## config.mk

```make
export PLATFORM = sky130hd
export DESIGN_NAME = disk_seek_order_scheduler_unit
export DESIGN_NICKNAME = d
export VERILOG_FILES = /design/src/rtl/dso_pkg.sv /design/src/rtl/dso_front.sv /design/src/rtl/dso_res_fifo.sv /design/src/rtl/dso_back.sv /design/src/rtl/disk_seek_order_scheduler_unit.sv
export SDC_FILE = /design/constraint.sdc
export NUM_CORES = 1
export LEC_CHECK = 0
export ABC_AREA = 1
export BUFFER_PORTS_ARGS = -buffer_cell sky130_fd_sc_hd__buf_2
export CAP_MARGIN = 15
export CORE_MARGIN = 4
export CORE_UTILIZATION = 45
export DETAILED_ROUTE_END_ITERATION = 12
export SKIP_LAST_GASP = 1
export SYNTH_ARGS = -nofsm -noshare
export SYNTH_HDL_FRONTEND = slang
export SYNTH_SLANG_ARGS = --single-unit
export TNS_END_PERCENT = 1
```

## constraint.sdc

```tcl
create_clock -name clk_i -period 8.5 [get_ports clk_i]
set_input_delay 1.275 -clock clk_i [delete_from_list [all_inputs] [get_ports clk_i]]
set_output_delay 1.275 -clock clk_i [all_outputs]
set_load 0.02 [all_outputs]
```

## src/rtl/dso_pkg.sv

```systemverilog
// shared types and constants of the disk seek order scheduler
// no dependencies; imported by every module of the block
package dso_pkg;

  // sizes
  localparam int MAX_REQUESTS = 32;
  localparam int TRACK_BITS   = 12;
  localparam int IDX_W        = $clog2(MAX_REQUESTS);
  localparam int CNT_W        = $clog2(MAX_REQUESTS + 1);
  localparam int SUM_W        = 17;
  localparam logic [SUM_W-1:0] SUM_MAX = {SUM_W{1'b1}};
  localparam int KEY_W        = 1 + ((TRACK_BITS > IDX_W) ? TRACK_BITS : IDX_W);

  // queue depths
  localparam int REQ_DEPTH = 4;
  localparam int REQ_PTR_W = $clog2(REQ_DEPTH);
  localparam int RES_DEPTH = 2;
  localparam int RES_PTR_W = $clog2(RES_DEPTH);

  // configuration port
  localparam int CFG_IDX_W  = 1;
  localparam int CFG_DATA_W = TRACK_BITS;

  typedef enum logic [CFG_IDX_W-1:0] {
    CFG_HEAD_TRACK = 1'b0,
    CFG_ORDER_MODE = 1'b1
  } cfg_idx_e;

  typedef enum logic [1:0] {
    MODE_ARRIVAL    = 2'd0,
    MODE_DOWN_SWEEP = 2'd1,
    MODE_LOOK       = 2'd2,
    MODE_CLOOK      = 2'd3
  } mode_e;

  typedef enum logic [1:0] {
    BK_LOAD,
    BK_SCAN,
    BK_EMIT
  } back_state_e;

  // input word
  typedef struct packed {
    logic [TRACK_BITS-1:0] track;
    logic                  last;
  } req_item_t;

  // result word
  typedef struct packed {
    logic [TRACK_BITS-1:0] from_track;
    logic [TRACK_BITS-1:0] to_track;
    logic [TRACK_BITS-1:0] distance;
    logic [SUM_W-1:0]      total_seek;
    logic                  end_of_run;
  } res_item_t;

  // request after classification against the head position
  typedef struct packed {
    logic      upper;
    req_item_t item;
  } cls_req_t;

  // head of the request queue as seen by the back end
  typedef struct packed {
    logic     valid;
    cls_req_t data;
  } req_q_t;

endpackage

```

## src/rtl/dso_front.sv

```systemverilog
// front end: classifies each request against the head and queues it
// depends on dso_pkg
module dso_front (
  input  logic                            clk_i,
  input  logic                            rst_ni,
  input  logic                            push_i,
  output logic                            full_o,
  input  dso_pkg::req_item_t              req_i,
  input  logic [dso_pkg::TRACK_BITS-1:0]  head_track_i,
  input  logic                            req_pop_i,
  output dso_pkg::req_q_t                 req_q_o
);
  import dso_pkg::*;

  cls_req_t             buf_q [REQ_DEPTH];
  logic [REQ_PTR_W-1:0] wr_ptr_q, wr_ptr_d;
  logic [REQ_PTR_W-1:0] rd_ptr_q, rd_ptr_d;
  logic [REQ_PTR_W:0]   cnt_q, cnt_d;
  logic                 push_ok, pop_ok;
  cls_req_t             cls;

  // classify: strictly above head is upper, equal counts as lower
  always_comb begin
    cls.upper = req_i.track > head_track_i;
    cls.item  = req_i;
  end

  assign full_o  = cnt_q == (REQ_PTR_W+1)'(REQ_DEPTH);
  assign push_ok = push_i && !full_o;
  assign pop_ok  = req_pop_i && (cnt_q != '0);

  assign req_q_o.valid = cnt_q != '0;
  assign req_q_o.data  = buf_q[rd_ptr_q];

  // pointer and fill count update
  always_comb begin
    wr_ptr_d = wr_ptr_q;
    rd_ptr_d = rd_ptr_q;
    cnt_d    = cnt_q;
    if (push_ok) begin
      wr_ptr_d = wr_ptr_q + REQ_PTR_W'(1);
    end
    if (pop_ok) begin
      rd_ptr_d = rd_ptr_q + REQ_PTR_W'(1);
    end
    if (push_ok && !pop_ok) begin
      cnt_d = cnt_q + (REQ_PTR_W+1)'(1);
    end else if (!push_ok && pop_ok) begin
      cnt_d = cnt_q - (REQ_PTR_W+1)'(1);
    end
  end

  always_ff @(posedge clk_i or negedge rst_ni) begin
    if (!rst_ni) begin
      wr_ptr_q <= '0;
      rd_ptr_q <= '0;
      cnt_q    <= '0;
    end else begin
      wr_ptr_q <= wr_ptr_d;
      rd_ptr_q <= rd_ptr_d;
      cnt_q    <= cnt_d;
    end
  end

  // queue storage
  always_ff @(posedge clk_i) begin
    if (push_ok) begin
      buf_q[wr_ptr_q] <= cls;
    end
  end

endmodule

```

## src/rtl/dso_res_fifo.sv

```systemverilog
// result queue between the back end and the output side
// depends on dso_pkg
module dso_res_fifo (
  input  logic               clk_i,
  input  logic               rst_ni,
  input  logic               push_i,
  output logic               full_o,
  input  dso_pkg::res_item_t data_i,
  input  logic               pop_i,
  output logic               empty_o,
  output dso_pkg::res_item_t data_o
);
  import dso_pkg::*;

  res_item_t            buf_q [RES_DEPTH];
  logic [RES_PTR_W-1:0] wr_ptr_q, wr_ptr_d;
  logic [RES_PTR_W-1:0] rd_ptr_q, rd_ptr_d;
  logic [RES_PTR_W:0]   cnt_q, cnt_d;
  logic                 push_ok, pop_ok;

  assign full_o  = cnt_q == (RES_PTR_W+1)'(RES_DEPTH);
  assign empty_o = cnt_q == '0;
  assign push_ok = push_i && !full_o;
  assign pop_ok  = pop_i && !empty_o;
  assign data_o  = buf_q[rd_ptr_q];

  // pointer and fill count update
  always_comb begin
    wr_ptr_d = wr_ptr_q;
    rd_ptr_d = rd_ptr_q;
    cnt_d    = cnt_q;
    if (push_ok) begin
      wr_ptr_d = wr_ptr_q + RES_PTR_W'(1);
    end
    if (pop_ok) begin
      rd_ptr_d = rd_ptr_q + RES_PTR_W'(1);
    end
    if (push_ok && !pop_ok) begin
      cnt_d = cnt_q + (RES_PTR_W+1)'(1);
    end else if (!push_ok && pop_ok) begin
      cnt_d = cnt_q - (RES_PTR_W+1)'(1);
    end
  end

  always_ff @(posedge clk_i or negedge rst_ni) begin
    if (!rst_ni) begin
      wr_ptr_q <= '0;
      rd_ptr_q <= '0;
      cnt_q    <= '0;
    end else begin
      wr_ptr_q <= wr_ptr_d;
      rd_ptr_q <= rd_ptr_d;
      cnt_q    <= cnt_d;
    end
  end

  // queue storage
  always_ff @(posedge clk_i) begin
    if (push_ok) begin
      buf_q[wr_ptr_q] <= data_i;
    end
  end

endmodule

```

## src/rtl/dso_back.sv

```systemverilog
// back end: request store, selection scan for the next track, seek arithmetic
// depends on dso_pkg
module dso_back (
  input  logic                            clk_i,
  input  logic                            rst_ni,
  input  logic [dso_pkg::TRACK_BITS-1:0]  head_track_i,
  input  dso_pkg::mode_e                  order_mode_i,
  input  dso_pkg::req_q_t                 req_q_i,
  output logic                            req_pop_o,
  output logic                            res_push_o,
  output dso_pkg::res_item_t              res_o,
  input  logic                            res_full_i
);
  import dso_pkg::*;

  typedef struct packed {
    logic                  upper;
    logic [TRACK_BITS-1:0] track;
  } entry_t;

  // request store
  entry_t                mem [MAX_REQUESTS];
  entry_t                rd_data_q;
  logic                  mem_we;
  logic [IDX_W-1:0]      mem_waddr;
  entry_t                mem_wdata;
  logic [IDX_W-1:0]      rd_addr;

  // control
  back_state_e           state_q, state_d;
  logic [CNT_W-1:0]      cnt_q, cnt_d;
  logic [CNT_W-1:0]      scan_q, scan_d;
  logic [CNT_W-1:0]      served_q, served_d;
  logic                  rd_vld_q, rd_vld_d;
  logic [IDX_W-1:0]      rd_idx_q, rd_idx_d;
  logic [MAX_REQUESTS-1:0] used_q, used_d;
  logic                  best_vld_q, best_vld_d;

  // datapath
  logic [IDX_W-1:0]      best_idx_q, best_idx_d;
  logic [KEY_W-1:0]      best_key_q, best_key_d;
  logic [TRACK_BITS-1:0] best_track_q, best_track_d;
  logic [TRACK_BITS-1:0] pos_q, pos_d;
  logic [SUM_W-1:0]      sum_q, sum_d;

  logic [KEY_W-1:0]      cand_key;
  logic [TRACK_BITS-1:0] inv_track;
  logic [TRACK_BITS-1:0] seek_len;
  logic [SUM_W:0]        sum_wide;
  logic [SUM_W-1:0]      sum_next;
  logic                  eor;

  // service key: the smallest unused key is served next
  always_comb begin
    inv_track = ~rd_data_q.track;
    unique case (order_mode_i)
      MODE_ARRIVAL: begin
        cand_key = {1'b0, (KEY_W-1)'(rd_idx_q)};
      end
      MODE_DOWN_SWEEP: begin
        cand_key = rd_data_q.upper ? {1'b1, (KEY_W-1)'(rd_data_q.track)}
                                   : {1'b0, (KEY_W-1)'(inv_track)};
      end
      MODE_LOOK: begin
        cand_key = rd_data_q.upper ? {1'b0, (KEY_W-1)'(rd_data_q.track)}
                                   : {1'b1, (KEY_W-1)'(inv_track)};
      end
      MODE_CLOOK: begin
        cand_key = {!rd_data_q.upper, (KEY_W-1)'(rd_data_q.track)};
      end
      default: begin
        cand_key = '0;
      end
    endcase
  end

  // seek distance and saturating running total
  always_comb begin
    seek_len = (best_track_q > pos_q) ? (best_track_q - pos_q) : (pos_q - best_track_q);
    sum_wide = {1'b0, sum_q} + (SUM_W+1)'(seek_len);
    sum_next = sum_wide[SUM_W] ? SUM_MAX : sum_wide[SUM_W-1:0];
    eor      = (served_q + CNT_W'(1)) == cnt_q;
  end

  always_comb begin
    res_o.from_track = pos_q;
    res_o.to_track   = best_track_q;
    res_o.distance   = seek_len;
    res_o.total_seek = sum_next;
    res_o.end_of_run = eor;
  end

  // sequencer: load, scan for the next track, emit one move
  always_comb begin
    state_d      = state_q;
    cnt_d        = cnt_q;
    scan_d       = scan_q;
    served_d     = served_q;
    rd_vld_d     = 1'b0;
    rd_idx_d     = rd_idx_q;
    used_d       = used_q;
    best_vld_d   = best_vld_q;
    best_idx_d   = best_idx_q;
    best_key_d   = best_key_q;
    best_track_d = best_track_q;
    pos_d        = pos_q;
    sum_d        = sum_q;
    req_pop_o    = 1'b0;
    res_push_o   = 1'b0;
    mem_we       = 1'b0;
    mem_waddr    = cnt_q[IDX_W-1:0];
    mem_wdata    = {req_q_i.data.upper, req_q_i.data.item.track};
    rd_addr      = scan_q[IDX_W-1:0];
    unique case (state_q)
      BK_LOAD: begin
        if (req_q_i.valid) begin
          req_pop_o = 1'b1;
          // a full store drops the request
          if (cnt_q < CNT_W'(MAX_REQUESTS)) begin
            mem_we = 1'b1;
            cnt_d  = cnt_q + CNT_W'(1);
          end
          if (req_q_i.data.item.last) begin
            state_d    = BK_SCAN;
            scan_d     = '0;
            served_d   = '0;
            used_d     = '0;
            best_vld_d = 1'b0;
            pos_d      = head_track_i;
            sum_d      = '0;
          end
        end
      end
      BK_SCAN: begin
        // issue one store read per cycle
        if (scan_q < cnt_q) begin
          rd_vld_d = 1'b1;
          rd_idx_d = scan_q[IDX_W-1:0];
          scan_d   = scan_q + CNT_W'(1);
        end
        // compare returned entry with the best so far
        if (rd_vld_q && !used_q[rd_idx_q] && (!best_vld_q || (cand_key < best_key_q))) begin
          best_vld_d   = 1'b1;
          best_idx_d   = rd_idx_q;
          best_key_d   = cand_key;
          best_track_d = rd_data_q.track;
        end
        if ((scan_q == cnt_q) && !rd_vld_q) begin
          state_d = BK_EMIT;
        end
      end
      BK_EMIT: begin
        if (!res_full_i) begin
          res_push_o         = 1'b1;
          used_d[best_idx_q] = 1'b1;
          pos_d              = best_track_q;
          sum_d              = sum_next;
          served_d           = served_q + CNT_W'(1);
          if (eor) begin
            state_d = BK_LOAD;
            cnt_d   = '0;
          end else begin
            state_d    = BK_SCAN;
            scan_d     = '0;
            best_vld_d = 1'b0;
          end
        end
      end
      default: begin
        state_d = BK_LOAD;
      end
    endcase
  end

  always_ff @(posedge clk_i or negedge rst_ni) begin
    if (!rst_ni) begin
      state_q    <= BK_LOAD;
      cnt_q      <= '0;
      scan_q     <= '0;
      served_q   <= '0;
      rd_vld_q   <= 1'b0;
      used_q     <= '0;
      best_vld_q <= 1'b0;
      sum_q      <= '0;
    end else begin
      state_q    <= state_d;
      cnt_q      <= cnt_d;
      scan_q     <= scan_d;
      served_q   <= served_d;
      rd_vld_q   <= rd_vld_d;
      used_q     <= used_d;
      best_vld_q <= best_vld_d;
      sum_q      <= sum_d;
    end
  end

  // datapath registers
  always_ff @(posedge clk_i) begin
    rd_idx_q     <= rd_idx_d;
    best_idx_q   <= best_idx_d;
    best_key_q   <= best_key_d;
    best_track_q <= best_track_d;
    pos_q        <= pos_d;
  end

  // store: one write and one registered read per cycle
  always_ff @(posedge clk_i) begin
    if (mem_we) begin
      mem[mem_waddr] <= mem_wdata;
    end
    rd_data_q <= mem[rd_addr];
  end

endmodule

```

## src/rtl/disk_seek_order_scheduler_unit.sv

```systemverilog
// loading: one request per cycle while the back end loads and the front queue is
//   not full; a word is registered in the front queue before the back end pops it
// ordering: each move scans all n held requests through the single store read port
// results appear through a two-word queue; the front queue takes up to four
//   requests while the back end works on a batch
// reset clears queues, counters, sequencer and config; the store needs no clearing
module disk_seek_order_scheduler_unit (
  input  logic                            clk_i,
  input  logic                            rst_ni,
  input  logic                            push,
  output logic                            full,
  input  dso_pkg::req_item_t              req_i,
  output logic                            empty,
  input  logic                            pop,
  output dso_pkg::res_item_t              res_o,
  input  logic                            cfg_we_i,
  input  logic [dso_pkg::CFG_IDX_W-1:0]   cfg_idx_i,
  input  logic [dso_pkg::CFG_DATA_W-1:0]  cfg_wdata_i
);
  import dso_pkg::*;

  logic [TRACK_BITS-1:0] head_track_q;
  mode_e                 order_mode_q;
  req_q_t                req_q;
  logic                  req_pop;
  logic                  res_push;
  logic                  res_full;
  res_item_t             res_word;

  // configuration registers
  always_ff @(posedge clk_i or negedge rst_ni) begin
    if (!rst_ni) begin
      head_track_q <= '0;
      order_mode_q <= MODE_ARRIVAL;
    end else if (cfg_we_i) begin
      unique case (cfg_idx_e'(cfg_idx_i))
        CFG_HEAD_TRACK: head_track_q <= cfg_wdata_i[TRACK_BITS-1:0];
        CFG_ORDER_MODE: order_mode_q <= mode_e'(cfg_wdata_i[1:0]);
        default: begin
        end
      endcase
    end
  end

  dso_front u_front (
    .clk_i        (clk_i),
    .rst_ni       (rst_ni),
    .push_i       (push),
    .full_o       (full),
    .req_i        (req_i),
    .head_track_i (head_track_q),
    .req_pop_i    (req_pop),
    .req_q_o      (req_q)
  );

  dso_back u_back (
    .clk_i        (clk_i),
    .rst_ni       (rst_ni),
    .head_track_i (head_track_q),
    .order_mode_i (order_mode_q),
    .req_q_i      (req_q),
    .req_pop_o    (req_pop),
    .res_push_o   (res_push),
    .res_o        (res_word),
    .res_full_i   (res_full)
  );

  dso_res_fifo u_res_fifo (
    .clk_i   (clk_i),
    .rst_ni  (rst_ni),
    .push_i  (res_push),
    .full_o  (res_full),
    .data_i  (res_word),
    .pop_i   (pop),
    .empty_o (empty),
    .data_o  (res_o)
  );

  // last popped word, for the checks below
  logic                  chk_eor_q;
  logic [TRACK_BITS-1:0] chk_to_q;
  logic [SUM_W-1:0]      chk_total_q;

  always_ff @(posedge clk_i or negedge rst_ni) begin
    if (!rst_ni) begin
      chk_eor_q <= 1'b1;
    end else if (pop && !empty) begin
      chk_eor_q <= res_o.end_of_run;
    end
  end

  always_ff @(posedge clk_i) begin
    if (pop && !empty) begin
      chk_to_q    <= res_o.to_track;
      chk_total_q <= res_o.total_seek;
    end
  end

  // distance matches the two tracks of the move
  a_dist: assert property (@(posedge clk_i) disable iff (!rst_ni)
    !empty |-> (res_o.distance == ((res_o.to_track > res_o.from_track)
                                   ? (res_o.to_track - res_o.from_track)
                                   : (res_o.from_track - res_o.to_track))))
    else $error("distance does not match from and to tracks");

  // moves of a batch chain head position and running total
  a_chain: assert property (@(posedge clk_i) disable iff (!rst_ni)
    (pop && !empty && !chk_eor_q) |->
      ((res_o.from_track == chk_to_q) &&
       (res_o.total_seek == (chk_total_q + SUM_W'(res_o.distance)))))
    else $error("move does not continue the previous one");

  // first move of a batch restarts the total
  a_restart: assert property (@(posedge clk_i) disable iff (!rst_ni)
    (pop && !empty && chk_eor_q) |-> (res_o.total_seek == SUM_W'(res_o.distance)))
    else $error("total not restarted at batch start");

endmodule

```

# Yosys cells after proc, flatten, opt, wreduce, memory -nomap -nowiden
# Memories as Yosys holds them, arrays and structs flattened. A register that Yosys moved wholly into a read port is not among the register bits.
# Cells that the tools add are included.
dict set report word_totals {
  register_bits 143
  latchBits 0
  mem_bits_rw 580
  mem_bits_ro 0
  in_bits 31
  memories 3
}
dict set report classes {
  addsub 14
  n_mul 0
  div_mod_pow 0
  order_cmp 8
  n_eq_ne 18
  shifts 0
  n_mux 65
  bitwise 3
  n_reduce_logical 41
}
# name words width read_ports rd_clocked_by_memory_dff wr line_no
set memory_table {}
lappend memory_table {u_back.mem 32 13 1 1 1 dso_back.sv:22} ;# entry_t mem [MAX_REQUESTS];
lappend memory_table {u_res_fifo.buf_q 2 54 1 0 1 dso_res_fifo.sv:15} ;# res_item_t buf_q [RES_DEPTH];
lappend memory_table {u_front.buf_q 4 14 1 0 1 dso_front.sv:15} ;# cls_req_t buf_q [REQ_DEPTH];
# cell n
set ops {}
lappend ops {{32-bit two-way mux} 3}
lappend ops {{17-bit two-way mux} 4}
lappend ops {{32-bit one-hot mux with 2 select lines} 1}
lappend ops {{6-bit two-way mux} 10}
lappend ops {{13-bit one-hot mux with 4 select lines} 1}
lappend ops {{12-bit two-way mux} 4}
lappend ops {{17-bit one-hot mux with 2 select lines} 1}
lappend ops {{32-bit bitwise OR} 1}
lappend ops {{13-bit two-way mux} 2}
lappend ops {{12-bit greater-than comparator} 2}
lappend ops {{12-bit one-hot mux with 2 select lines} 1}
lappend ops {{6-bit one-hot mux with 2 select lines} 2}
lappend ops {{12-bit subtractor} 2}
lappend ops {{1-bit two-way mux} 23}
lappend ops {{17-bit by 12-bit adder with 18-bit output} 1}
lappend ops {{6-bit by 1-bit adder with 6-bit output (second input constant)} 3}
lappend ops {{6-bit one-hot mux with 3 select lines} 1}
lappend ops {{13-bit less-than comparator} 1}
lappend ops {{6-bit == test} 2}
lappend ops {{1-bit logical AND} 12}
lappend ops {{5-bit by 6-bit less-than comparator with 1-bit output (second input constant)} 2}
lappend ops {{2-bit two-way mux} 6}
lappend ops {{12-bit NOT} 1}
lappend ops {{6-bit AND reduction} 2}
lappend ops {{27 further kinds} 61}

# Depth between registers and ports, before layout
dict set report depth {
  depth_word 8
  depth_mapped 27
  mapped_depth_nobuf 25
}

# Hierarchy
# Synthesis repeated with hierarchy kept, for this count alone.
dict set report unflattened {
  hier_cells 2877
  hier_area_um2 32097.0
}
# mod n_inst cells_per_inst area_each_um2 seq_area_each_um2
set by_module_without_submodules {}
lappend by_module_without_submodules {dso_back 1 2261 24507.3 15940.3}
lappend by_module_without_submodules {dso_res_fifo 1 313 4155.2 3343.2}
lappend by_module_without_submodules {dso_front 1 240 2834.0 1856.8}
lappend by_module_without_submodules {disk_seek_order_scheduler_unit 1 63 600.6 350.3}

# Least setup slack after synthesis
# No wires, ideal clock.
dict set report synth_timing {
  kind {register to register}
  startpoint {register u_back.state_q[1]}
  endpoint {memory u_res_fifo.buf_q[1][0] in the netlist's numbering (enable)}
  arrival_time_ns 3.168
  required_ns 8.033
  slack_ns 4.864
  path_stages_with_launch 7
  path_buffers 0
  synth_period_minus_slack_ns 3.636
  path_cell_list {dfrtp_1 inv_2 nor2_2 inv_2 a21oi_2 inv_2 nor2_1}
}
dict set report synth_between {
  elab_chain_len 5
}
# item line_no
set synth_rtl {}
lappend synth_rtl {{start, declared} dso_back.sv:30} ;# back_state_e state_q, state_d;
lappend synth_rtl {{start signal, assigned} dso_back.sv:186} ;# state_q <= state_d;
lappend synth_rtl {{2-bit == test} dso_back.sv:114} ;# unique case (state_q)
lappend synth_rtl {{1-bit two-way mux} dso_back.sv:114}
lappend synth_rtl {{1-bit logical AND} dso_res_fifo.sv:23} ;# assign push_ok = push_i && !full_o;
lappend synth_rtl {{1-bit two-way mux} dso_res_fifo.sv:59} ;# if (push_ok) begin
lappend synth_rtl {{1-bit two-way mux (not written as such)} dso_res_fifo.sv:60} ;# buf_q[wr_ptr_q] <= data_i;
lappend synth_rtl {{end, declared} dso_res_fifo.sv:15}
# Every way passes these cells.

==> qor.csv <==
metric;value;unit
outcome;completed;
synth cell count leaders;edfxtp_1, nand2_1, nor2_1;
fin. max-slew vios;0;
Syn Nets;3007;
unique cell type count in the Yosys netlist;44;
hold-critical path depth;0;
Die Span X;274;um
Top Ports;87;
# nets final;3111;
worst path required time;8800;ps
CP Max Fanout;16;
mux cell area share after synthesis;0.0353;%
slowest cell delay on critical path;500;ps
Pleak;13.9;nW
Final HPWL DP;49300;um
Synth Area in Compound Gates;9.62;%
CP Cell Sequence;inv_1, ha_1, inv_1, fa_1, nand2_1, nand2_1, a21o_1, nand2_1, nand2_1, nand2_1, inv_2, nand2_1, nand2_1, inv_1, ha_1, a21oi_1, o21ai_0, a21oi_1, nand2_1, nand2_1, nand3_1;
Simple-Gate Fraction of Synth Area;14.4;%
fraction of registers with async set or reset after synthesis;13.0;%
Worst-Margin Slew;1120;ps
Clock Latency Late Sink;630;ps
syn avg cell area;11.0;um2
vias in the first global route;20600;
RD Place Congestion;0.887;
Reg2Reg Setup Slack;4060;ps
r2r worst-path depth;21;
Max Cap Viol;0;
CTS tree;yes;
slowest CP cell;nand2_1;
share of cells above drive strength 1;9.92;%
GR Overflow Total;0;
relative slew slack;25.2;%
yosys warns;0;
RSZ-0062 raised after global routing;false;
TNS Setup;0;ps
Core Area;0.0701;mm2
clock skew;18.4;ps
xor/xnor share of the synthesized area;1.04;%
Critical Path Sink Type;flop;
kind of critical path;reg2reg;
Num CTS Buffers;78;
GR Util All Layers;21.0;%
arrival time at the worst endpoint;4740;ps
die area;0.0752;mm2
area post-placement;0.0336;mm2
largest net degree at the start of global routing;108;
CTS max path bufs;3;
standard-cell rows;97;
Mapped Cells;2895;
Worst-path clk slew;60;ps
Synth top area share;59.0;%
Pre-Repair DR Iteration Count;5;
ys flop type;edfxtp_1;
initial antenna violation count;2;
die height;274;um
DR vias;21400;
initial drt markers;1741;
Starting Density;45.5;%
number of flops mapped to enable cells by yosys;627;
Ant. Diodes;0;
final WL;79900;um
CP most frequent cell;nand2_1;
Design Area, Final;0.0360;mm2
global-route wire length before repair;121000;um
CTS Hold Bufs;0;
sequential fraction of the synthesis area;67.4;%
DRC errors left;0;
Max Clk Rate;225;MHz
Final period util;52.2;%
Avg WL per Cell;20.0;um
clock root cell;clkbuf_16;
count of buffers from port buffering;86;
hold path endpoint;u_res_fifo.buf_q[0][53];
Synth Cell Area;0.0319;mm2
antenna-violating nets left;0;
main combinational cell family by area after synthesis;simple AND/OR/NAND/NOR gates;
layout overhead on the synthesized area;13.0;%
startpoint types;flop;
post-CTS sizing;0;
final number of setup-violating endpoints;0;
Hold Path Class;reg2reg;
Placement Setup Slack;4070;ps
crit path time final;4440;ps
post-synth top area cell;edfxtp_1;
worst vdd ir;0.000202;V
final hold vios;0;
Final WS setup;4060;ps
critical hold path startpoint;u_back.pos_q[11];
via/cell ratio;5.36;
Setup Fix Bufs, Post-CTS;0;
most numerous cell in the Yosys netlist;edfxtp_1;
adder-cell share of the synthesized area;3.27;%
clk sinks;736;
reg2reg start;u_back.best_track_q[0];
Reg2Reg Capture Point;u_res_fifo.buf_q[0][10];
Top Family by Delay on Critical Path;simple AND/OR/NAND/NOR gates;
CP Buf/Inv Count;4;
post-synthesis register bit count;736;
synth top area cells;edfxtp_1, dfrtp_1, nand2_1;
PwrDens;386;mW/mm2
H-tree levels;3;
## kinds of logic after synthesis
kind of cell	after synthesis
compound gates	553
buf+inv	349
xor+xnor	38
simple gates	1137
fa+ha+maj	81
flops	736
mux	1
## worst max path at each step
stage,depth (start not counted),start,end
after floorplan,6,u_back.state_q[1],u_res_fifo.buf_q[1][0]
after global placement,21,u_back.best_track_q[0],u_res_fifo.buf_q[0][17]
after detailed placement,21,u_back.best_track_q[0],u_res_fifo.buf_q[1][10]
after CTS,21,u_back.best_track_q[0],u_res_fifo.buf_q[1][10]
after global routing,23,u_back.best_track_q[0],u_back.sum_q[10]
final,21,u_back.best_track_q[0],u_res_fifo.buf_q[0][10]
## routing by layer
layer  vias up  global-route usage [%]  routed length, um
met4         0                    6.56               2400
li1      10200                       -                  -
met5         -                       0                  0
met1     10500                    27.3              33500
met3       135                    2.34               3670
met2       550                    37.0              40400
## flip-flops by register name, summed over array words and instances (netlist names), 13 cells and up
| name | cells |
|---|---|
| u_back.mem | 416 |
| u_res_fifo.buf_q | 108 |
| u_front.buf_q | 56 |
| u_back.used_q | 32 |
| u_back.sum_q | 17 |
| u_back.best_key_q | 13 |
| u_back.rd_data_q | 13 |
## cell usage in the layout (no fill, tap or decap), drive strengths merged, types with 51 or more instances in the layout
cell type	count
nand3	101
ha	77
dfrtp	96
clkbuf	98
o22ai	68
o21ai	304
o211ai	51
buf	151
nor2	389
edfxtp	627
nand2	583
inv	224
a21oi	105
## layout make-up
type,count,area (um2)
Fill cell,6281,34100
Sequential cell,736,21500
Multi-Input combinational cell,1810,9140
Clock buffer,98,2100
Tap cell,940,1180
Timing Repair Buffer,151,928
Inverter,222,838
Clock inverter,38,355
## power by group
group | total, mW | internal (mW) | leakage, nW | switching (mW)
logic | 5.15 | 1.39 | 5.65 | 3.75
registers | 5.50 | 5.12 | 7.04 | 0.379
clock network | 3.27 | 1.88 | 1.19 | 1.39
## per-stage QoR
stage               hold slack [ps]  std cells  power, mW  util, %
global route                    509       3995       14.7     51.4
CTS                             480       3994       14.0     51.4
finish                          481       3995       13.9     51.4
floorplan                       408       2895       8.79        -
global placement                455       3858       10.6     47.9
detailed placement              466       3858       10.7     47.9
No activity file was read; power rests on OpenSTA's default activity.
